## config.mk

```make
export PLATFORM = sky130hd
export DESIGN_NAME = interrupt_priority_controller_unit
export DESIGN_NICKNAME = d
export VERILOG_FILES = /design/src/rtl/core/ipc_pkg.sv /design/src/rtl/core/interrupt_priority_controller_unit.sv /design/src/rtl/core/ipc_prio.sv
export SDC_FILE = /design/constraint.sdc
export NUM_CORES = 1
export LEC_CHECK = 0
export ABC_AREA = 1
export BUFFER_PORTS_ARGS = -buffer_cell sky130_fd_sc_hd__buf_2
export CAP_MARGIN = 20
export CORE_AREA = 2 2 175 142
export DETAILED_ROUTE_END_ITERATION = 10
export DIE_AREA = 0 0 177 144
export PLACE_DENSITY = 0.85
export SLEW_MARGIN = 20
export SYNTH_ARGS = -nofsm -noshare
export SYNTH_HDL_FRONTEND = slang
export SYNTH_HIERARCHICAL = 1
export SYNTH_SLANG_ARGS = --single-unit
export TNS_END_PERCENT = 50
```

## constraint.sdc

```tcl
create_clock -name clk -period 4.2 [get_ports clk]
set_input_delay 0.42 -clock clk [delete_from_list [all_inputs] [get_ports clk]]
set_output_delay 0.42 -clock clk [all_outputs]
set_load 0.005 [all_outputs]
```

## src/rtl/core/ipc_pkg.sv

```systemverilog
// Types and constants of the interrupt priority controller.
// No dependencies; used by the top level and by ipc_prio.
package ipc_pkg;

  localparam int LINE_W = 8;
  localparam int LEVEL_W = 5;
  localparam int VEC_W = 10;
  localparam int DATA_W = 32;
  localparam int CFG_DATA_W = 40;
  localparam int CFG_IDX_W = 3;

  typedef enum logic [2:0] {
    REQ_RAISE   = 3'd0,
    REQ_TIMER   = 3'd1,
    REQ_EVAL    = 3'd2,
    REQ_ACK     = 3'd3,
    REQ_READ    = 3'd4,
    REQ_WRITE   = 3'd5,
    REQ_RSVD6   = 3'd6,
    REQ_RSVD7   = 3'd7
  } req_type_t;

  localparam logic [1:0] REG_HALT     = 2'd0;
  localparam logic [1:0] REG_ERR_CTL  = 2'd1;
  localparam logic [1:0] REG_ERR_ADDR = 2'd2;
  localparam logic [1:0] REG_INT_VID  = 2'd3;

  localparam logic [1:0] BYTE_MASK   = 2'd0;
  localparam logic [1:0] BYTE_ORIGIN = 2'd1;
  localparam logic [1:0] BYTE_SELECT = 2'd2;
  localparam logic [1:0] BYTE_CLEAR  = 2'd3;

  localparam logic [CFG_IDX_W-1:0] CFG_VEC_LO     = 3'd0;
  localparam logic [CFG_IDX_W-1:0] CFG_VEC_HI     = 3'd1;
  localparam logic [CFG_IDX_W-1:0] CFG_CLK_VEC    = 3'd2;
  localparam logic [CFG_IDX_W-1:0] CFG_CLK_LEVEL  = 3'd3;
  localparam logic [CFG_IDX_W-1:0] CFG_HW_LEVEL   = 3'd4;
  localparam logic [CFG_IDX_W-1:0] CFG_HW_MAX     = 3'd5;
  localparam logic [CFG_IDX_W-1:0] CFG_HALT_LEVEL = 3'd6;

  localparam logic [VEC_W-1:0]   CLK_VEC_RST    = 10'd192;
  localparam logic [LEVEL_W-1:0] CLK_LEVEL_RST  = 5'd22;
  localparam logic [LEVEL_W-1:0] HW_LEVEL_RST   = 5'd20;
  localparam logic [LEVEL_W-1:0] HW_MAX_RST     = 5'd23;
  localparam logic [LEVEL_W-1:0] HALT_LEVEL_RST = 5'd31;

  typedef struct packed {
    logic [LINE_W-1:0] hw_req;
    logic [LINE_W-1:0] line_mask;
    logic              timer_pend;
  } irq_state_t;

  typedef struct packed {
    logic [LEVEL_W-1:0] eval_level;
    logic [VEC_W-1:0]   ack_vector;
    logic               ack_err;
    logic               ack_clr_timer;
    logic [LINE_W-1:0]  ack_clr_lines;
  } prio_res_t;

  function automatic logic [LINE_W-1:0] line_bits(input int n);
    logic [LINE_W-1:0] bits;
    bits = '0;
    for (int i = 0; i < LINE_W; i++) begin
      bits[i] = (i < n);
    end
    return bits;
  endfunction

endpackage

```

## src/rtl/core/interrupt_priority_controller_unit.sv

```systemverilog
// Top level of the interrupt priority controller: input stage, state, result register.
// Depends on ipc_pkg and ipc_prio.
//
// Channel | Direction | Handshake            | Beat
// in_     | input     | in_valid / in_ready   | one request (raise, timer, eval, ack, rd, wr)
// out_    | output    | out_valid / out_ready | one result: level, vector, read data, error
// cfg_    | input     | cfg_valid / cfg_ready | one config register write, index + data
//
// One beat per cycle in each direction while out_ready is high; an accepted beat passes
// through the input register into the result register, where it raises out_valid.
// State updates when a beat leaves the input register, so the next beat sees it.
// Reset (rst_n low, synchronous) clears both stages and the state and loads the config defaults.
// On an out_ stall the result holds; in_ready drops only when both stages are full
// and out_ready is low.
// cfg_ready is always high.
module interrupt_priority_controller_unit #(
  parameter int SOFT_LEVELS    = 15,
  parameter int HARDWARE_LINES = 8
) (
  input  logic                                 clk,
  input  logic                                 rst_n,
  input  logic                                 in_valid,
  output logic                                 in_ready,
  input  logic [2:0]                           in_req_type,
  input  logic [7:0]                           in_raise_lines,
  input  logic [4:0]                           in_cpu_level,
  input  logic [15:0]                          in_soft_requests,
  input  logic                                 in_halt_pin,
  input  logic [4:0]                           in_ack_level,
  input  logic [1:0]                           in_reg_index,
  input  logic [1:0]                           in_byte_offset,
  input  logic [31:0]                          in_write_data,
  output logic                                 out_valid,
  input  logic                                 out_ready,
  output logic [4:0]                           out_level,
  output logic [9:0]                           out_vector,
  output logic [31:0]                          out_read_data,
  output logic                                 out_level_error,
  input  logic                                 cfg_valid,
  output logic                                 cfg_ready,
  input  logic [ipc_pkg::CFG_IDX_W-1:0]        cfg_index,
  input  logic [ipc_pkg::CFG_DATA_W-1:0]       cfg_data
);

  localparam logic [ipc_pkg::LINE_W-1:0] LineBits = ipc_pkg::line_bits(HARDWARE_LINES);

  // config registers
  logic [ipc_pkg::CFG_DATA_W-1:0] vec_lo_r, vec_hi_r;
  logic [ipc_pkg::VEC_W-1:0]      clk_vec_r;
  logic [ipc_pkg::LEVEL_W-1:0]    clk_level_r, hw_level_r, hw_max_r, halt_level_r;

  // block state
  ipc_pkg::irq_state_t st_r, st_nxt;
  logic [31:0]         halt_code_r, halt_code_nxt;
  logic [1:0]          err_ctl_r, err_ctl_nxt;
  logic [7:0]          vid_origin_r, vid_origin_nxt;
  logic                vid_select_r, vid_select_nxt;

  // input stage
  logic                s1_vld_r;
  ipc_pkg::req_type_t  s1_type_r;
  logic [7:0]          s1_raise_r;
  logic [4:0]          s1_cpu_r;
  logic [15:0]         s1_soft_r;
  logic                s1_halt_r;
  logic [4:0]          s1_ack_r;
  logic [1:0]          s1_idx_r;
  logic [1:0]          s1_off_r;
  logic [31:0]         s1_wdata_r;

  // result stage
  logic                out_vld_r;
  logic [4:0]          out_level_r, out_level_nxt;
  logic [9:0]          out_vector_r, out_vector_nxt;
  logic [31:0]         out_rdata_r, out_rdata_nxt;
  logic                out_err_r, out_err_nxt;

  logic                out_free, s1_fire, in_fire;
  ipc_pkg::prio_res_t  prio;

  assign out_free = !out_vld_r || out_ready;
  assign s1_fire  = s1_vld_r && out_free;
  assign in_ready = !s1_vld_r || out_free;
  assign in_fire  = in_valid && in_ready;
  assign cfg_ready = 1'b1;

  assign out_valid       = out_vld_r;
  assign out_level       = out_level_r;
  assign out_vector      = out_vector_r;
  assign out_read_data   = out_rdata_r;
  assign out_level_error = out_err_r;

  always_ff @(posedge clk) begin
    if (!rst_n) begin
      vec_lo_r     <= '0;
      vec_hi_r     <= '0;
      clk_vec_r    <= ipc_pkg::CLK_VEC_RST;
      clk_level_r  <= ipc_pkg::CLK_LEVEL_RST;
      hw_level_r   <= ipc_pkg::HW_LEVEL_RST;
      hw_max_r     <= ipc_pkg::HW_MAX_RST;
      halt_level_r <= ipc_pkg::HALT_LEVEL_RST;
    end else if (cfg_valid) begin
      unique case (cfg_index)
        ipc_pkg::CFG_VEC_LO:     vec_lo_r     <= cfg_data;
        ipc_pkg::CFG_VEC_HI:     vec_hi_r     <= cfg_data;
        ipc_pkg::CFG_CLK_VEC:    clk_vec_r    <= cfg_data[ipc_pkg::VEC_W-1:0];
        ipc_pkg::CFG_CLK_LEVEL:  clk_level_r  <= cfg_data[ipc_pkg::LEVEL_W-1:0];
        ipc_pkg::CFG_HW_LEVEL:   hw_level_r   <= cfg_data[ipc_pkg::LEVEL_W-1:0];
        ipc_pkg::CFG_HW_MAX:     hw_max_r     <= cfg_data[ipc_pkg::LEVEL_W-1:0];
        ipc_pkg::CFG_HALT_LEVEL: halt_level_r <= cfg_data[ipc_pkg::LEVEL_W-1:0];
        default: ;
      endcase
    end
  end

  always_ff @(posedge clk) begin
    if (!rst_n) begin
      s1_vld_r <= 1'b0;
    end else if (in_ready) begin
      s1_vld_r <= in_valid;
    end
  end

  always_ff @(posedge clk) begin
    if (in_fire) begin
      s1_type_r  <= ipc_pkg::req_type_t'(in_req_type);
      s1_raise_r <= in_raise_lines;
      s1_cpu_r   <= in_cpu_level;
      s1_soft_r  <= in_soft_requests;
      s1_halt_r  <= in_halt_pin;
      s1_ack_r   <= in_ack_level;
      s1_idx_r   <= in_reg_index;
      s1_off_r   <= in_byte_offset;
      s1_wdata_r <= in_write_data;
    end
  end

  ipc_prio #(
    .SOFT_LEVELS    (SOFT_LEVELS),
    .HARDWARE_LINES (HARDWARE_LINES)
  ) u_prio (
    .st            (st_r),
    .cpu_level     (s1_cpu_r),
    .soft_requests (s1_soft_r),
    .halt_pin      (s1_halt_r),
    .ack_level     (s1_ack_r),
    .clock_level   (clk_level_r),
    .hw_level      (hw_level_r),
    .hw_max_level  (hw_max_r),
    .halt_level    (halt_level_r),
    .clock_vector  (clk_vec_r),
    .vectors_low   (vec_lo_r),
    .vectors_high  (vec_hi_r),
    .res           (prio)
  );

  always_comb begin
    st_nxt         = st_r;
    halt_code_nxt  = halt_code_r;
    err_ctl_nxt    = err_ctl_r;
    vid_origin_nxt = vid_origin_r;
    vid_select_nxt = vid_select_r;
    out_level_nxt  = '0;
    out_vector_nxt = '0;
    out_rdata_nxt  = '0;
    out_err_nxt    = 1'b0;
    unique case (s1_type_r)
      ipc_pkg::REQ_RAISE: begin
        st_nxt.hw_req = st_r.hw_req | (s1_raise_r & LineBits);
      end
      ipc_pkg::REQ_TIMER: begin
        st_nxt.timer_pend = 1'b1;
      end
      ipc_pkg::REQ_EVAL: begin
        out_level_nxt = prio.eval_level;
      end
      ipc_pkg::REQ_ACK: begin
        out_vector_nxt = prio.ack_vector;
        out_err_nxt    = prio.ack_err;
        st_nxt.hw_req  = st_r.hw_req & ~prio.ack_clr_lines;
        if (prio.ack_clr_timer) begin
          st_nxt.timer_pend = 1'b0;
        end
      end
      ipc_pkg::REQ_READ: begin
        unique case (s1_idx_r)
          ipc_pkg::REG_HALT:     out_rdata_nxt = halt_code_r;
          ipc_pkg::REG_ERR_CTL:  out_rdata_nxt = {30'd0, err_ctl_r};
          ipc_pkg::REG_ERR_ADDR: out_rdata_nxt = '0;
          default: out_rdata_nxt = {st_r.hw_req, 7'd0, vid_select_r, vid_origin_r,
                                    st_r.line_mask};
        endcase
      end
      ipc_pkg::REQ_WRITE: begin
        unique case (s1_idx_r)
          ipc_pkg::REG_HALT:     halt_code_nxt = s1_wdata_r;
          ipc_pkg::REG_ERR_CTL:  err_ctl_nxt = s1_wdata_r[1:0];
          ipc_pkg::REG_ERR_ADDR: ;
          default: begin
            unique case (s1_off_r)
              ipc_pkg::BYTE_MASK:   st_nxt.line_mask = s1_wdata_r[7:0];
              ipc_pkg::BYTE_ORIGIN: vid_origin_nxt = s1_wdata_r[7:0];
              ipc_pkg::BYTE_SELECT: vid_select_nxt = s1_wdata_r[0];
              default:              st_nxt.hw_req = st_r.hw_req & ~s1_wdata_r[7:0];
            endcase
          end
        endcase
      end
      default: ;
    endcase
  end

  always_ff @(posedge clk) begin
    if (!rst_n) begin
      st_r         <= '0;
      halt_code_r  <= '0;
      err_ctl_r    <= '0;
      vid_origin_r <= '0;
      vid_select_r <= 1'b0;
    end else if (s1_fire) begin
      st_r         <= st_nxt;
      halt_code_r  <= halt_code_nxt;
      err_ctl_r    <= err_ctl_nxt;
      vid_origin_r <= vid_origin_nxt;
      vid_select_r <= vid_select_nxt;
    end
  end

  always_ff @(posedge clk) begin
    if (!rst_n) begin
      out_vld_r <= 1'b0;
    end else if (out_free) begin
      out_vld_r <= s1_vld_r;
    end
  end

  always_ff @(posedge clk) begin
    if (s1_fire) begin
      out_level_r  <= out_level_nxt;
      out_vector_r <= out_vector_nxt;
      out_rdata_r  <= out_rdata_nxt;
      out_err_r    <= out_err_nxt;
    end
  end

endmodule

```

## src/rtl/core/ipc_prio.sv

```systemverilog
// Priority logic: evaluate level selection and acknowledge selection of timer, level error or line.
// Depends on ipc_pkg.
module ipc_prio #(
  parameter int SOFT_LEVELS    = 15,
  parameter int HARDWARE_LINES = 8
) (
  input  ipc_pkg::irq_state_t                  st,
  input  logic [ipc_pkg::LEVEL_W-1:0]          cpu_level,
  input  logic [15:0]                          soft_requests,
  input  logic                                 halt_pin,
  input  logic [ipc_pkg::LEVEL_W-1:0]          ack_level,
  input  logic [ipc_pkg::LEVEL_W-1:0]          clock_level,
  input  logic [ipc_pkg::LEVEL_W-1:0]          hw_level,
  input  logic [ipc_pkg::LEVEL_W-1:0]          hw_max_level,
  input  logic [ipc_pkg::LEVEL_W-1:0]          halt_level,
  input  logic [ipc_pkg::VEC_W-1:0]            clock_vector,
  input  logic [ipc_pkg::CFG_DATA_W-1:0]       vectors_low,
  input  logic [ipc_pkg::CFG_DATA_W-1:0]       vectors_high,
  output ipc_pkg::prio_res_t                   res
);

  localparam logic [ipc_pkg::LINE_W-1:0] LineBits = ipc_pkg::line_bits(HARDWARE_LINES);

  logic [2*ipc_pkg::CFG_DATA_W-1:0] vec_tab;
  logic [ipc_pkg::LINE_W-1:0]       pend;
  logic [ipc_pkg::LEVEL_W-1:0]      soft_level;
  logic                             line_hit;
  logic [2:0]                       line_idx;

  assign vec_tab = {vectors_high, vectors_low};
  assign pend = st.hw_req & st.line_mask & LineBits;

  always_comb begin
    soft_level = '0;
    for (int i = 1; i < 16; i++) begin
      if (i <= SOFT_LEVELS && ipc_pkg::LEVEL_W'(i) > cpu_level && soft_requests[i]) begin
        soft_level = ipc_pkg::LEVEL_W'(i);
      end
    end
  end

  always_comb begin
    line_hit = 1'b0;
    line_idx = '0;
    for (int i = 0; i < HARDWARE_LINES; i++) begin
      if (pend[i]) begin
        line_hit = 1'b1;
        line_idx = 3'(i);
      end
    end
  end

  always_comb begin
    res = '0;
    if (halt_pin) begin
      res.eval_level = halt_level;
    end else if (cpu_level < clock_level && st.timer_pend) begin
      res.eval_level = clock_level;
    end else if (cpu_level < hw_level && (st.hw_req & st.line_mask) != '0) begin
      res.eval_level = hw_level;
    end else begin
      res.eval_level = soft_level;
    end

    if (ack_level == clock_level) begin
      res.ack_clr_timer = 1'b1;
      res.ack_vector = clock_vector;
    end else if (ack_level > hw_max_level) begin
      res.ack_err = 1'b1;
    end else if (line_hit) begin
      res.ack_clr_lines[line_idx] = 1'b1;
      res.ack_vector = vec_tab[{1'b0, line_idx, 3'd0} + {3'd0, line_idx, 1'b0} +:
                               ipc_pkg::VEC_W];
    end
  end

endmodule

```

# Yosys cells after proc, flatten, opt, wreduce, memory -nomap -nowiden
# Index checks and enable logic that the tools add are counted.
# word_totals
ff_bits	294
elab_cells	176
output_inout_bits	51
# op_classes
n_lt_le_gt_ge	20
add_sub_neg	1
reduce_logical	48
bitwise_logic	8
shifts	1
n_eq_ne	19
n_mux	50
# ops
op	count
$pmux W32 S3	1
$mux W5	17
$shiftx A80 B8 Y10	1
$gt A4 B5 Y1 const A	8
$mux W8	5
$mux W10	3
$and A8 B8 Y8	3
$pmux W8 S3	1
$gt A3 B5 Y1 const A	4
$logic_and A1 B1 Y1	20
$mux W16	1
$not A8 Y8	2
$reduce_and A4 Y1	4
$eq A3 B3 Y1 const B	5
$mux W1	14
$reduce_and A2 Y1	7
$eq A3 B2 Y1 const B	4
$mux W3	4
$gt A2 B5 Y1 const A	2
$lt A5 B5 Y1	2
$reduce_and A3 Y1	3
$or A8 B8 Y8	1
$reduce_bool A8 Y1	1
$add A6 B4 Y7	1
other kinds (21)	33

# Depth between registers and ports, before layout
# Gate-level depths: netlist of run 1.
# depth
depth_word	20
depth_mapped	24
mapped_depth_nobuf	23

# Hierarchy
# The synthesis of run 1 kept the hierarchy.
# by_module_without_submodules
mod	cells_each	instances	area_each_um2
interrupt_priority_controller_unit	1160	1	10785.3
ipc_prio	888	1	4206.5

# Worst setup path before layout of run 1
# No wires, ideal clock.
# synth_path
path_kind	register to register
startpoint	register st_r[11] (netlist bit)
endpoint	register out_vector_r[8] (netlist: out_vector[8]), data pin
path_stages_with_launch	21
t_required_ns	3.945
period_less_slack_ns	2.860
setup_time_ns	0.255
path_slack_ns	1.340
t_arrival_ns	2.605
path_cell_list	dfxtp_1 -> nand2_1 -> nand3_1 -> nand2_1 -> nand2_1 -> nand2_1 -> nand2_1 -> nand2_2 -> buf_4 -> buf_4 -> ha_1 -> inv_1 -> clkbuf_1 -> buf_1 -> nand3_1 -> nand3_1 -> nand3_1 -> o21ai_1 -> nand2_1 -> inv_1 -> nor2_1
# synth_rtl
item	line_no	source
from (decl)	interrupt_priority_controller_unit.sv:53	ipc_pkg::irq_state_t st_r, st_nxt;
from (signal assigned)	interrupt_priority_controller_unit.sv:221	st_r <= st_nxt;
to (signal assigned)	interrupt_priority_controller_unit.sv:240	out_vector_r <= out_vector_nxt;
to (decl)	interrupt_priority_controller_unit.sv:74	logic [9:0] out_vector_r, out_vector_nxt;

==> flow_metrics.tcl, run 1 <==
set metrics [dict create \
    status "finished clean" \
    syn2layout_area_growth_pct 11.4 \
    hold_buffers 0 \
    tns_ns 0 \
    drcViolationCount 0 \
    vias 14000 \
    hold_depth 1 \
    overflow 0 \
    slew_headroom_pct 35.6 \
    clockPowerShare_pct 40.3 \
    grtUsageMet1_pct 44.5 \
    path_class "reg -> reg" \
    hold_end "s1_wdata_r[20]" \
    cts_tree "yes" \
    arrival_ns 3.51 \
    multi_input_area_sq_mm 0.00666 \
    vias_per_cell 5.59 \
    syn-num-nets 2184 \
    ant_nets 0 \
    grt_max_degree 102 \
    final_cell_mix "526 x nand2_1, 364 x nor2_1, 254 x nand3_1" \
    die_width_microns 177 \
    drv_cap 0 \
    r2r_slack_ns 0.95 \
    crit_path_start_kind "flop" \
    avgSynthCellArea_sq_um 7.31 \
    met3_usage_pct 5.65 \
    grt_pass1_wl_microns 63800 \
    seq_area_sq_mm 0.00708 \
    tightest_slew_ns 0.966 \
    end_kind "flop" \
    wl_per_cell_microns 16.0 \
    skew_ns 0.0163 \
    cp_max_fo 40 \
    slowest_delay_ns 0.41 \
    fin_crit_ns 3.25 \
    place.gp.congestion 0.977 \
    ys.warnings.count 6 \
    fp.dieArea_sq_mm 0.0255 \
    drt-total-wl_microns 39900 \
    grt_use_met2_pct 48.8 \
    seq_power_share_pct 51.7 \
    h-tree-depth 1 \
    cp_cell_sequence "nand2_1, nand3_1, nand2_1, nand2_1, nand2_1, nand2_1, nand2_2, ha_1, buf_4, inv_1, buf_4, nor2_4, nand3_1, nand2_1, inv_1, nand4_1, nand2_1, nand2_1, nand2_1, inv_1, nor2_1" \
    die_y_microns 144 \
    critPathBufInv 5 \
    slowest_stage "dfxtp_1" \
    hp-start "in_write_data[20]" \
    cts-root-buf "clkbuf_16" \
    p_switching_mw 1.44 \
    fmax_ghz 0.308 \
    final_common_cell "nand2_1" \
    start_util_pct 62.5 \
    hold_viol_final 0 \
    dp_hpwl_microns 27800 \
    combPwrFrac_pct 8.0 \
    drt_pass1_iterations 6 \
    rows 51 \
    crit_path_frequent_cell "nand2_1" \
    hold_class "in -> reg" \
    fin_util_pct 69.7 \
    clock_latency_ns 0.55 \
    maxSlewViolCount 0 \
    core_area_sq_mm 0.0239 \
    grt.total_usage_pct 31.2 \
    finalNetCount 2298 \
    drt_iter0_markers 1567 \
    cts.sinks 293 \
    antenna_found_initial 1 \
    worstPathRequired_ns 4.46 \
    cts_resized 0 \
    grt_pass1_vias 13000 \
    busiest_layer "met2" \
    internal_power_mw 4.63 \
    reg2reg_depth 21 \
    layout-drive-gt1-share_pct 13.0 \
    cts_buffer_depth 3 \
    fillers 1947 \
    fin_crit_sh_pct 77.4 \
    powerDensity_mw_per_mm2 364 \
    synth.cell_area_sq_mm 0.0150 \
    io_pins 173 \
    cp_top_family "simple AND/OR/NAND/NOR gates" \
    clk_pin_slew_worst_paths_ns 0.06 \
    swShare_pct 23.7 \
    rsz0062_at_grt "no" \
    cts_buffers 28 \
    cellLeakagePower_nw 7.17 \
    port_buffers 170 \
    r2r_end "out_vector[2]" \
    regToRegStartpoint "st_r[11]" \
    synth_cells 2047 \
    ir_drop_v 0.000357 \
    postCtsSetupRepairBufs 0 \
    setup_violations 0 \
    power.total_mw 6.07 \
]
[power by group through the flow]
stage	logic (mW)	clock network [mW]	registers, mW
final	0.484	2.44	3.14
after global routing	0.547	2.56	3.15
after CTS	0.476	2.46	3.14
after detailed placement	0.472	0	3.20
after global placement	0.457	0	3.19
after floorplan	0.300	0	3.18
[final cells by class]
| class | instances | area share (%) |
|---|---|---|
| Sequential cell | 293 | 42.4 |
| Multi-Input combinational cell | 1475 | 39.9 |
| Timing Repair Buffer | 189 | 5.97 |
| Clock buffer | 39 | 4.76 |
| Inverter | 174 | 3.92 |
| Tap cell | 318 | 2.39 |
| Clock inverter | 13 | 0.570 |
| Antenna cell | 1 | 0.0150 |
[registers in the layout, summed over array words and instances (netlist names), 2 cells and up]
name	cells
s1_cpu_r	5
vec_hi_r	40
halt_level_r	5
s1_off_r	2
hw_max_r	5
out_read_data	32
s1_raise_r	8
clk_level_r	5
clk_vec_r	10
s1_ack_r	5
s1_wdata_r	32
st_r	17
vec_lo_r	40
s1_type_r	3
s1_soft_r	15
s1_idx_r	2
err_ctl_r	2
halt_code_r	32
hw_level_r	5
out_vector	10
out_level	5
vid_origin_r	8
[how the worst max path moves through the flow]
| stage | startpoint | endpoint | slack (ns) | cells after the start |
|---|---|---|---|---|
| 2_1_floorplan | st_r[11] | out_vector[8] | 1.34 | 20 |
| 3_3_place_gp | st_r[11] | out_vector[2] | 1.08 | 21 |
| 3_5_place_dp | st_r[11] | out_vector[7] | 1.03 | 21 |
| 4_1_cts | st_r[11] | out_vector[7] | 1.02 | 21 |
| 5_1_grt | st_r[11] | out_vector[7] | 0.72 | 21 |
| 6_report | st_r[11] | out_vector[2] | 0.95 | 21 |
[metal layers]
| metal | part of all wire [%] | wire length [microns] | up-vias |
|---|---|---|---|
| met5 | 0 | 0 | - |
| met4 | 2.5 | 1010 | 0 |
| met2 | 44 | 17700 | 661 |
| met1 | 43 | 17300 | 6382 |
| met3 | 9.7 | 3860 | 92 |
| li1 | - | - | 6859 |
[through the flow]
step	cell area (sq um)	worst slack [ns]	cells	hold slack (ns)
after floorplan	15000	1.34	2047	0.429
after global placement	15800	1.08	2449	0.440
after detailed placement	15800	1.03	2449	0.444
after CTS	16700	1.02	2501	0.0402
after global routing	16700	0.723	2502	0.0399
final	16700	0.948	2502	0.0487
No activity file was read; power rests on OpenSTA's default activity.
==> run 2: changes to the inputs <==
Settings changed: CORE_AREA 2 2 175 142 to 2 2 192 156, DIE_AREA 0 0 177 144 to 0 0 194 158, PLACE_DENSITY 0.85 to 0.75.
Clock period 4.2 ns to 2.82 ns, I/O delays scaled along.
==> run 2 against run 1 <==
Die area grew 20%. Total power up 53%. Utilization decreased by 6.8 points. Maximum frequency increased by 22%. Clock skew down 0.0044 ns. Cell count increased by 7.7%. Routed wire length increased by 7.7%. Clock power up 55%. First-iteration DRC count is 11% lower. Critical path depth did not move. Highest routed layer unchanged. Sequential power increased by 49%.
==> flow_metrics.tcl, run 2 (same netlist as run 1, synthesis figures left out) <==
set metrics [dict create \
    start_util_pct 51.8 \
    hold_class "in -> reg" \
    port_buffers 170 \
    fp.dieArea_sq_mm 0.0307 \
    vias 14500 \
    layout-drive-gt1-share_pct 13.6 \
    worstPathRequired_ns 3.14 \
    tightest_slew_ns 0.797 \
    cts.sinks 293 \
    slew_headroom_pct 46.7 \
    cellLeakagePower_nw 7.77 \
    drt_iter0_markers 1402 \
    grt.total_usage_pct 27.2 \
    ir_drop_v 0.000673 \
    place.gp.congestion 0.942 \
    final_cell_mix "526 x nand2_1, 364 x nor2_1, 254 x nand3_1" \
    grt_pass1_wl_microns 67900 \
    drt_pass1_iterations 7 \
    overflow 0 \
    fmax_ghz 0.375 \
    reg2reg_depth 21 \
    maxSlewViolCount 0 \
    powerDensity_mw_per_mm2 513 \
    grt_pass1_vias 13400 \
    drv_cap 0 \
    io_pins 173 \
    cp_max_fo 8 \
    crit_end "out_vector[3]" \
    setup_violations 0 \
    grt_max_degree 102 \
    antenna_found_initial 0 \
    fin_crit_ns 2.67 \
    dp_hpwl_microns 28700 \
    crit_path_start_kind "flop" \
    r2r_end "out_vector[3]" \
    core_area_sq_mm 0.0289 \
    die_width_microns 194 \
    drt-total-wl_microns 43000 \
    cts-root-buf "clkbuf_16" \
    vias_per_cell 5.37 \
    clock_latency_ns 0.57 \
    tns_ns 0 \
    clk_pin_slew_worst_paths_ns 0.06 \
    status "finished clean" \
    finalNetCount 2429 \
    wl_per_cell_microns 16.0 \
    hold_viol_final 0 \
    seq_area_sq_mm 0.00708 \
    largestRegisters "vec_hi_r (40), vec_lo_r (40)" \
    skew_ns 0.0119 \
    path_class "reg -> reg" \
    drcViolationCount 0 \
    cts_buffers 30 \
    fin_util_pct 62.9 \
    ant_nets 0 \
    cts_buffer_depth 3 \
    h-tree-depth 1 \
    stdcell_area_sq_mm 0.0181 \
    arrival_ns 2.99 \
    die_y_microns 158 \
    r2r_slack_ns 0.15 \
    fin_crit_sh_pct 94.6 \
    syn2layout_area_growth_pct 21.3 \
    final_common_cell "nand2_1" \
    end_kind "flop" \
    regToRegStartpoint "st_r[3]" \
    critPathLaunch "st_r[3]" \
    rows 56 \
    fillers 2492 \
    placed_cell_area_sq_mm 0.0162 \
    multi_input_area_sq_mm 0.00668 \
    cts_tree "yes" \
]
[run 2: changes by cell type in the layout (fill, tap and decap cells not counted), sizes merged]
| cell | delta |
|---|---|
| bufinv | -1 |
| buf | +28 |
| clkinvlp | -1 |
| clkbuf | +6 |
| dlygate4sd3 | +101 |
[run 2: layer usage]
metal / track usage [%] / vias to the layer above / share of wire [%]
li1: - / 7117 / -
met2: 43.0 / 597 / 44
met4: 7.72 / 0 / 2.4
met3: 4.15 / 80 / 8.1
met5: 0 / - / 0
met1: 39.0 / 6674 / 45
[run 2: timing repair]
action                     in CTS  in global routing
gates resized for setup         0                  7
hold endpoints to repair      123                  0
hold buffers                  101                  0
setup endpoints to repair       0                 10
buffers inserted                0                  3
[run 2: metrics by stage]
step / std cells / worst slack [ns] / power (mW) / hold WS, ns
3_3_place_gp: 2533 / 0.0843 / 5.47 / 0.442
4_1_cts: 2690 / 0.0236 / 9.32 / 0.00325
5_1_grt: 2693 / -0.0483 / 9.64 / 0.0194
2_1_floorplan: 2047 / 0.0503 / 5.18 / 0.381
6_report: 2694 / 0.152 / 9.31 / 0.0169
3_5_place_dp: 2533 / 0.0487 / 5.49 / 0.450
[run 2: where the power goes]
| group | switching [mW] | internal [mW] |
|---|---|---|
| registers | 0.0895 | 4.58 |
| logic | 0.499 | 0.364 |
| clock network | 1.69 | 2.09 |
| total | 2.28 | 7.03 |
[run 2: cell type report]
| class | count | area share, % |
|---|---|---|
| antenna | 1 | 0.0138 |
| clock buffer | 45 | 4.68 |
| clock inverter | 11 | 0.359 |
| inverter | 174 | 3.60 |
| multi-input combinational | 1475 | 36.8 |
| sequential | 293 | 39.0 |
| tap | 377 | 2.60 |
| timing repair buffer | 318 | 12.9 |
[run 2: critical path, stage by stage (launching register included)]
cell and delay, ns:
dfxtp_2 0.33, nand2_1 0.07, nand3_1 0.07, nand2_1 0.07, nand2_1 0.05, nand2_1 0.07
nand2_1 0.06, nand2_2 0.14, ha_4 0.16, ha_4 0.15, xor2_4 0.19, nand2_4 0.10
nor2_4 0.26, nand3_1 0.12, nand2_1 0.08, inv_1 0.04, nand4_1 0.13, nand2_1 0.08
nand2_1 0.08, nand2_1 0.08, inv_1 0.06, nor2_1 0.04
[run 2: how the worst min path moves through the flow]
stage | cells past startpoint | slack (ns) | start | endpoint
floorplan | 0 | 0.38 | in_ack_level[0] | s1_ack_r[0]
global placement | 2 | 0.44 | clk_vec_r[6] | clk_vec_r[6]
detailed placement | 2 | 0.45 | clk_vec_r[7] | clk_vec_r[7]
CTS | 4 | 0.003 | out_ready | out_valid
global route | 3 | 0.02 | cfg_data[8] | clk_vec_r[8]
finish | 3 | 0.02 | cfg_data[5] | clk_vec_r[5]
